File: config.mk
export PLATFORM = sky130hd
export DESIGN_NAME = perfect_number_divisor_sum
export DESIGN_NICKNAME = d
export VERILOG_FILES = /design/src/rtl/core/psum_pkg.sv /design/src/rtl/core/psum_serdiv.sv /design/src/rtl/core/perfect_number_divisor_sum.sv
export SDC_FILE = /design/constraint.sdc
export NUM_CORES = 1
export LEC_CHECK = 0
export BUFFER_PORTS_ARGS = -buffer_cell sky130_fd_sc_hd__buf_2
export CAP_MARGIN = 15
export CORE_MARGIN = 4
export CORE_UTILIZATION = 55
export DETAILED_ROUTE_END_ITERATION = 12
export MAX_ROUTING_LAYER = met4
export PLACE_DENSITY = 0.74
export SLEW_MARGIN = 20
export SYNTH_ARGS = -nofsm -noshare
export SYNTH_HDL_FRONTEND = slang
export SYNTH_HIERARCHICAL = 1
export SYNTH_SLANG_ARGS = --single-unit
File: constraint.sdc
create_clock -name aclk -period 6 [get_ports aclk]
set_clock_uncertainty 0.2 [all_clocks]
set_input_delay 0.9 -clock aclk [delete_from_list [all_inputs] [get_ports aclk]]
set_output_delay 0.9 -clock aclk [all_outputs]
set_load 0.01 [all_outputs]
File: src/rtl/core/psum_pkg.sv
// Package for the perfect-number divisor-sum block.
// Holds shared width constants and the state codes of the top level.
// No dependencies.
package psum_pkg;

    localparam int NUMBER_WIDTH_DEF = 31;
    localparam int SUM_OUT_WIDTH    = 35;
    localparam int SUM_GUARD_BITS   = 4;

    localparam logic [2:0] ST_IDLE  = 3'd0;
    localparam logic [2:0] ST_DIV   = 3'd1;
    localparam logic [2:0] ST_ACC_I = 3'd2;
    localparam logic [2:0] ST_ACC_Q = 3'd3;
    localparam logic [2:0] ST_DONE  = 3'd4;

endpackage

File: src/rtl/core/psum_serdiv.sv
// Bit-serial restoring divider: one quotient bit per clock cycle.
// Depends on psum_pkg for the default operand width.
module psum_serdiv #(
    parameter int NUMBER_WIDTH = psum_pkg::NUMBER_WIDTH_DEF,
    parameter int DIV_WIDTH    = psum_pkg::NUMBER_WIDTH_DEF / 2 + 1
) (
    input  logic                    aclk,
    input  logic                    aresetn,
    input  logic                    start,
    input  logic [NUMBER_WIDTH-1:0] dividend,
    input  logic [DIV_WIDTH-1:0]    divisor,
    output logic                    done,
    output logic [NUMBER_WIDTH-1:0] quotient,
    output logic [DIV_WIDTH-1:0]    remainder
);
    import psum_pkg::*;

    localparam int CNT_W = $clog2(NUMBER_WIDTH);

    logic [NUMBER_WIDTH-1:0] dvd_reg, dvd_next;
    logic [NUMBER_WIDTH-1:0] quot_reg, quot_next;
    logic [DIV_WIDTH-1:0]    rem_reg, rem_next;
    logic [CNT_W-1:0]        cnt_reg, cnt_next;
    logic                    run_reg, run_next;
    logic                    done_reg, done_next;

    logic [NUMBER_WIDTH-1:0] src_dvd;
    logic [DIV_WIDTH-1:0]    src_rem;
    logic [DIV_WIDTH:0]      trial;
    logic [DIV_WIDTH:0]      diff;
    logic                    ge;

    always_comb begin
        src_dvd   = start ? dividend : dvd_reg;
        src_rem   = start ? '0 : rem_reg;
        trial     = {src_rem, src_dvd[NUMBER_WIDTH-1]};
        ge        = trial >= {1'b0, divisor};
        diff      = trial - {1'b0, divisor};
        run_next  = run_reg;
        cnt_next  = cnt_reg;
        done_next = 1'b0;
        dvd_next  = dvd_reg;
        quot_next = quot_reg;
        rem_next  = rem_reg;
        if (start || run_reg) begin
            dvd_next  = {src_dvd[NUMBER_WIDTH-2:0], 1'b0};
            quot_next = {quot_reg[NUMBER_WIDTH-2:0], ge};
            rem_next  = ge ? diff[DIV_WIDTH-1:0] : trial[DIV_WIDTH-1:0];
            if (start) begin
                run_next = 1'b1;
                cnt_next = CNT_W'(NUMBER_WIDTH - 1);
            end else begin
                cnt_next = cnt_reg - 1'b1;
                if (cnt_reg == CNT_W'(1)) begin
                    run_next  = 1'b0;
                    done_next = 1'b1;
                end
            end
        end
    end

    always_ff @(posedge aclk) begin
        if (!aresetn) begin
            run_reg  <= 1'b0;
            done_reg <= 1'b0;
            cnt_reg  <= '0;
        end else begin
            run_reg  <= run_next;
            done_reg <= done_next;
            cnt_reg  <= cnt_next;
        end
        dvd_reg  <= dvd_next;
        quot_reg <= quot_next;
        rem_reg  <= rem_next;
    end

    assign done      = done_reg;
    assign quotient  = quot_reg;
    assign remainder = rem_reg;

endmodule

File: src/rtl/core/perfect_number_divisor_sum.sv
// Top level of the perfect-number divisor-sum block: stream ports, trial-divisor
// sequencer, sum accumulator and output register. Uses psum_pkg and psum_serdiv.
//
// For each number n the block sums the proper divisors of n by trying every
// divisor i from 2 while i*i <= n, and flags n as perfect when the sum equals n.
// Each trial divisor is run through the bit-serial divider; when i divides n,
// i is added in ACC_I and the quotient n/i in ACC_Q, which is skipped when the
// two are equal. The walk ends with the first i whose square exceeds n. Numbers
// below 2 skip the divider and give a sum of zero. One item is processed at a
// time; a new one is taken once the previous result has moved to the output
// register.
module perfect_number_divisor_sum #(
    parameter int NUMBER_WIDTH = psum_pkg::NUMBER_WIDTH_DEF
) (
    input  logic                                aclk,
    input  logic                                aresetn,
    input  logic                                s_tvalid,
    output logic                                s_tready,
    // s_tdata: number in the low NUMBER_WIDTH bits, zero fill above.
    input  logic [((NUMBER_WIDTH+7)/8)*8-1:0]   s_tdata,
    output logic                                m_tvalid,
    input  logic                                m_tready,
    // m_tdata: divisor_sum [34:0], is_perfect [35], zero fill [39:36].
    output logic [((psum_pkg::SUM_OUT_WIDTH+1+7)/8)*8-1:0] m_tdata
);
    import psum_pkg::*;

    localparam int DIV_W   = NUMBER_WIDTH / 2 + 1;
    localparam int SUM_W   = NUMBER_WIDTH + SUM_GUARD_BITS;
    localparam int OUT_W   = ((SUM_OUT_WIDTH + 1 + 7) / 8) * 8;
    localparam int PAD_W   = OUT_W - SUM_OUT_WIDTH - 1;

    logic [2:0]              state_reg, state_next;
    logic [NUMBER_WIDTH-1:0] num_reg, num_next;
    logic [DIV_W-1:0]        trial_reg, trial_next;
    logic [SUM_W-1:0]        sum_reg, sum_next;
    logic                    start_reg, start_next;
    logic                    mvalid_reg, mvalid_next;
    logic [OUT_W-1:0]        mdata_reg, mdata_next;

    logic                    div_done;
    logic [NUMBER_WIDTH-1:0] div_quot;
    logic [DIV_W-1:0]        div_rem;
    logic [NUMBER_WIDTH-1:0] trial_wide;
    logic [NUMBER_WIDTH-1:0] s_num;
    logic [SUM_W+SUM_OUT_WIDTH-1:0] sum_ext;
    logic                    perfect;
    logic                    in_xfer;
    logic                    out_free;

    psum_serdiv #(
        .NUMBER_WIDTH (NUMBER_WIDTH),
        .DIV_WIDTH    (DIV_W)
    ) u_div (
        .aclk      (aclk),
        .aresetn   (aresetn),
        .start     (start_reg),
        .dividend  (num_reg),
        .divisor   (trial_reg),
        .done      (div_done),
        .quotient  (div_quot),
        .remainder (div_rem)
    );

    assign s_tready = (state_reg == ST_IDLE);
    assign in_xfer  = s_tvalid && s_tready;
    assign out_free = !mvalid_reg || m_tready;

    always_comb begin
        s_num      = s_tdata[NUMBER_WIDTH-1:0];
        trial_wide = NUMBER_WIDTH'(trial_reg);
        sum_ext    = {{SUM_OUT_WIDTH{1'b0}}, sum_reg};
        perfect    = (num_reg >= NUMBER_WIDTH'(2)) && (sum_reg == SUM_W'(num_reg));

        state_next  = state_reg;
        num_next    = num_reg;
        trial_next  = trial_reg;
        sum_next    = sum_reg;
        start_next  = 1'b0;
        mvalid_next = mvalid_reg && !m_tready;
        mdata_next  = mdata_reg;

        case (state_reg)
            ST_IDLE: begin
                if (in_xfer) begin
                    num_next   = s_num;
                    trial_next = DIV_W'(2);
                    if (s_num < NUMBER_WIDTH'(2)) begin
                        sum_next   = '0;
                        state_next = ST_DONE;
                    end else begin
                        sum_next   = SUM_W'(1);
                        start_next = 1'b1;
                        state_next = ST_DIV;
                    end
                end
            end
            ST_DIV: begin
                if (div_done) begin
                    if (trial_wide > div_quot) begin
                        state_next = ST_DONE;
                    end else if (div_rem == '0) begin
                        state_next = ST_ACC_I;
                    end else begin
                        trial_next = trial_reg + 1'b1;
                        start_next = 1'b1;
                    end
                end
            end
            ST_ACC_I: begin
                sum_next = sum_reg + SUM_W'(trial_reg);
                if (div_quot != trial_wide) begin
                    state_next = ST_ACC_Q;
                end else begin
                    trial_next = trial_reg + 1'b1;
                    start_next = 1'b1;
                    state_next = ST_DIV;
                end
            end
            ST_ACC_Q: begin
                sum_next   = sum_reg + SUM_W'(div_quot);
                trial_next = trial_reg + 1'b1;
                start_next = 1'b1;
                state_next = ST_DIV;
            end
            ST_DONE: begin
                if (out_free) begin
                    mvalid_next = 1'b1;
                    mdata_next  = {{PAD_W{1'b0}}, perfect, sum_ext[SUM_OUT_WIDTH-1:0]};
                    state_next  = ST_IDLE;
                end
            end
            default: begin
                state_next = ST_IDLE;
            end
        endcase
    end

    always_ff @(posedge aclk) begin
        if (!aresetn) begin
            state_reg  <= ST_IDLE;
            start_reg  <= 1'b0;
            mvalid_reg <= 1'b0;
        end else begin
            state_reg  <= state_next;
            start_reg  <= start_next;
            mvalid_reg <= mvalid_next;
        end
        num_reg   <= num_next;
        trial_reg <= trial_next;
        sum_reg   <= sum_next;
        mdata_reg <= mdata_next;
    end

    assign m_tvalid = mvalid_reg;
    assign m_tdata  = mdata_reg;

    a_accept_leaves_idle: assert property (@(posedge aclk) disable iff (!aresetn)
        in_xfer |=> state_reg != ST_IDLE)
        else $error("input transfer did not start processing");

    a_div_done_in_div: assert property (@(posedge aclk) disable iff (!aresetn)
        div_done |-> state_reg == ST_DIV)
        else $error("divider finished outside the division state");

    a_trial_at_least_two: assert property (@(posedge aclk) disable iff (!aresetn)
        state_reg == ST_DIV |-> trial_reg >= DIV_W'(2))
        else $error("trial divisor below two during division");

    a_start_only_in_div: assert property (@(posedge aclk) disable iff (!aresetn)
        start_reg |-> state_reg == ST_DIV)
        else $error("divider started outside the division state");

    a_perfect_needs_sum: assert property (@(posedge aclk) disable iff (!aresetn)
        (state_reg == ST_DONE && perfect) |-> sum_reg >= SUM_W'(6))
        else $error("perfect flag with an impossible divisor sum");

endmodule
==> results.json <==
{
  "clk_pin_slew_ps": 60,
  "final_core_util_pct": 63.55,
  "end_kind": "register",
  "grt_max_degree": 79,
  "clockBufferDepth": 3,
  "path_common_cell": "nor3_1",
  "cts_sinks": 207,
  "cp_max_fo": 22,
  "cp_slowest_stage_delay_ps": 710,
  "path_class": "reg2reg",
  "power_density_nw_per_um2": 326.3,
  "dp_hpwl_mm": 18.07,
  "max_cap_viol_count": 0,
  "dieArea_sq_um": 23340,
  "fin_tns_setup_ps": 0,
  "relSlewSlack_pct": 28.35,
  "finalMaxSlewViolations": 0,
  "vdd_drop_max_v": 0.0002321,
  "final_nets": 1176,
  "crit_buf_inv": 0,
  "die_y_um": 152.8,
  "crit_path_start_kind": "register",
  "min_period_ps": 4447,
  "slowest_stage": "dfxtp_1",
  "fmax_mhz": 224.9,
  "critPathRequiredTime_ps": 6050,
  "core_sq_um": 20430,
  "ctsHtreeMaxLevel": 1,
  "syn_inst": 996,
  "cp_top_family": "simple AND/OR/NAND/NOR gates",
  "largest_register_ff_count": 36,
  "ant_nets": 0,
  "seqCellArea_sq_um": 6097,
  "wire_per_inst_um": 18.69,
  "n_fill_cell": 1641,
  "ys_types": 74,
  "holdCritPathClass": "reg2reg",
  "grt_overflow": 0,
  "setup_violations": 0,
  "fin_area_sq_um": 12980,
  "antenna_found_initial": 0,
  "yosys_warnings": 6,
  "rows": 52,
  "cts_resized": 0,
  "worstMarginPinSlew_ps": 1075,
  "synthTopCellsByArea": "edfxtp_1 51%, ha_1 7.2%, xor2_1 3.8%, mux2_2 3.5%, nor2_1 2.7%",
  "synth.cell_area_sq_um": 11530,
  "holdBufCountCts": 0,
  "yosysTopAreaCellShare_pct": 50.79,
  "syn_avg_cell_area_sq_um": 11.58,
  "clk_latency_ps": 530,
  "cts-buffers-inserted": 23,
  "ios": 78,
  "status": "finished, final reports clean",
  "min_period_over_period_pct": 74.12,
  "drive_above_1_share_pct": 16.90,
  "async_flop_share_pct": 0,
  "cp_cell_sequence": "nand2_1 -> mux2_2 -> ha_1 -> fa_1 -> a21oi_1 -> nor2_1 -> nor3_1 -> o21a_4 -> nor4_4 -> o311a_2 -> nor3_1 -> nor3_1",
  "crit_arrival_ps": 4500,
  "area_growth_pct": 12.60,
  "clock-root-buffer": "clkbuf_16",
  "ys_seq_area_share_pct": 52.87,
  "vias": 7858,
  "die_w_um": 152.8,
  "post-cts-setup-buffer-count": 0,
  "first_pass_iters": 5,
  "postPlaceCellArea_sq_um": 12150,
  "yosys_most_used_dff": "edfxtp_1",
  "synth_edf_count": 195,
  "antennaDiodeCount": 0,
  "synth_seq_cells": 207,
  "via_per_inst": 5.782,
  "final_cells": 1359,
  "first_global_vias": 7703,
  "multi_input_area_sq_um": 5131,
  "drc": 0,
  "grt_pass1_wl_mm": 40.72,
  "routed_wl_mm": 25.40,
  "place.gp.congestion": 0.8691,
  "p_leak_uw": 0.005014,
  "place_inst": 1315,
  "yosysTopAreaCell": "edfxtp_1",
  "initial_utilization_pct": 56.44,
  "hold_viol": 0,
  "place.port_buffers": 72,
  "drt_iter0_markers": 483,
  "rsz0062_at_grt": "false",
  "grt_use_total_pct": 21.99,
  "hold_ws_ps": 246.4,
  "cts_tree": "built"
}
cells in the mapped netlist, types with 6 or more instances:
library cell,instances
nand2_1,56
nor3_1,10
mux2_2,36
nand4_1,19
mux2_4,7
a21o_1,20
edfxtp_1,195
a31oi_1,6
ha_1,66
nand2b_1,9
o21a_1,6
a21oi_1,49
inv_1,45
clkbuf_1,20
nor3b_1,6
dfxtp_1,12
xnor2_1,30
o21bai_1,7
a211oi_1,7
nor2b_1,32
and3_1,18
nand3_1,23
a21boi_0,7
o21ai_1,7
nor4_1,32
xor2_1,50
nor2_1,83
o21ai_0,48
power breakdown:
part / internal [uW] / switching (uW)
clock network: 881 / 573
logic: 423 / 508
registers: 1760 / 92.3
total: 3060 / 1170
layout by cell type, fill, tap and decap left out, drive strengths merged, types with 32 or more instances in the layout:
cell type,instances
nand2,59
buf,81
xor2,50
a21oi,52
inv,47
nor2b,32
mux2,43
ha,66
nor2,83
nor4,34
edfxtp,195
o21ai,56
worst paths after layout:
kind                     start                end  slack [ps]  depth (start not counted)
min          u_div/quotient[3]  u_div/quotient[4]         250                          0
min reg2reg  u_div/quotient[3]  u_div/quotient[4]         250                          0
max               state_reg[0]        sum_reg[28]        1550                         12
max reg2reg       state_reg[0]        sum_reg[28]        1550                         12
routing by layer:
layer	global-route usage (%)	up-vias	share of wire [%]
li1	-	3850	-
met3	3.295	43	5.0
met2	34.82	177	47
met5	-	-	0
met1	29.88	3788	45
met4	6.194	0	2.7
cells by family after synthesis:
group	Yosys count	share of synthesized area [%]
fa+ha+maj	68	7.509
flops	207	52.87
mux	48	4.862
xor+xnor	80	6.077
other cells	1	0.03252
compound gates	191	11.03
simple gates	322	14.70
buf+inv	79	2.919
cell type report:
type,count,area share [%]
Clock buffer,28,4.578
Clock inverter,14,1.397
Inverter,46,1.330
Multi-Input combinational cell,713,39.52
Sequential cell,207,46.96
Tap cell,270,2.602
Timing Repair Buffer,81,3.604
worst register-to-register path, stage by stage, from the launching register on:
cell     delay (ps)
dfxtp_1         710
nand2_1         450
mux2_2          410
ha_1            230
fa_1            420
a21oi_1         210
nor2_1          100
nor3_1          470
o21a_4          270
nor4_4           70
o311a_2         400
nor3_1          160
nor3_1           70
through the flow:
stage	power (uW)	setup WS [ps]
2_1_floorplan	2604	2389
3_3_place_gp	2768	1720
3_5_place_dp	2795	1677
4_1_cts	4253	1574
5_1_grt	4437	1169
6_report	4236	1553
No activity file was read; power rests on OpenSTA's default activity.
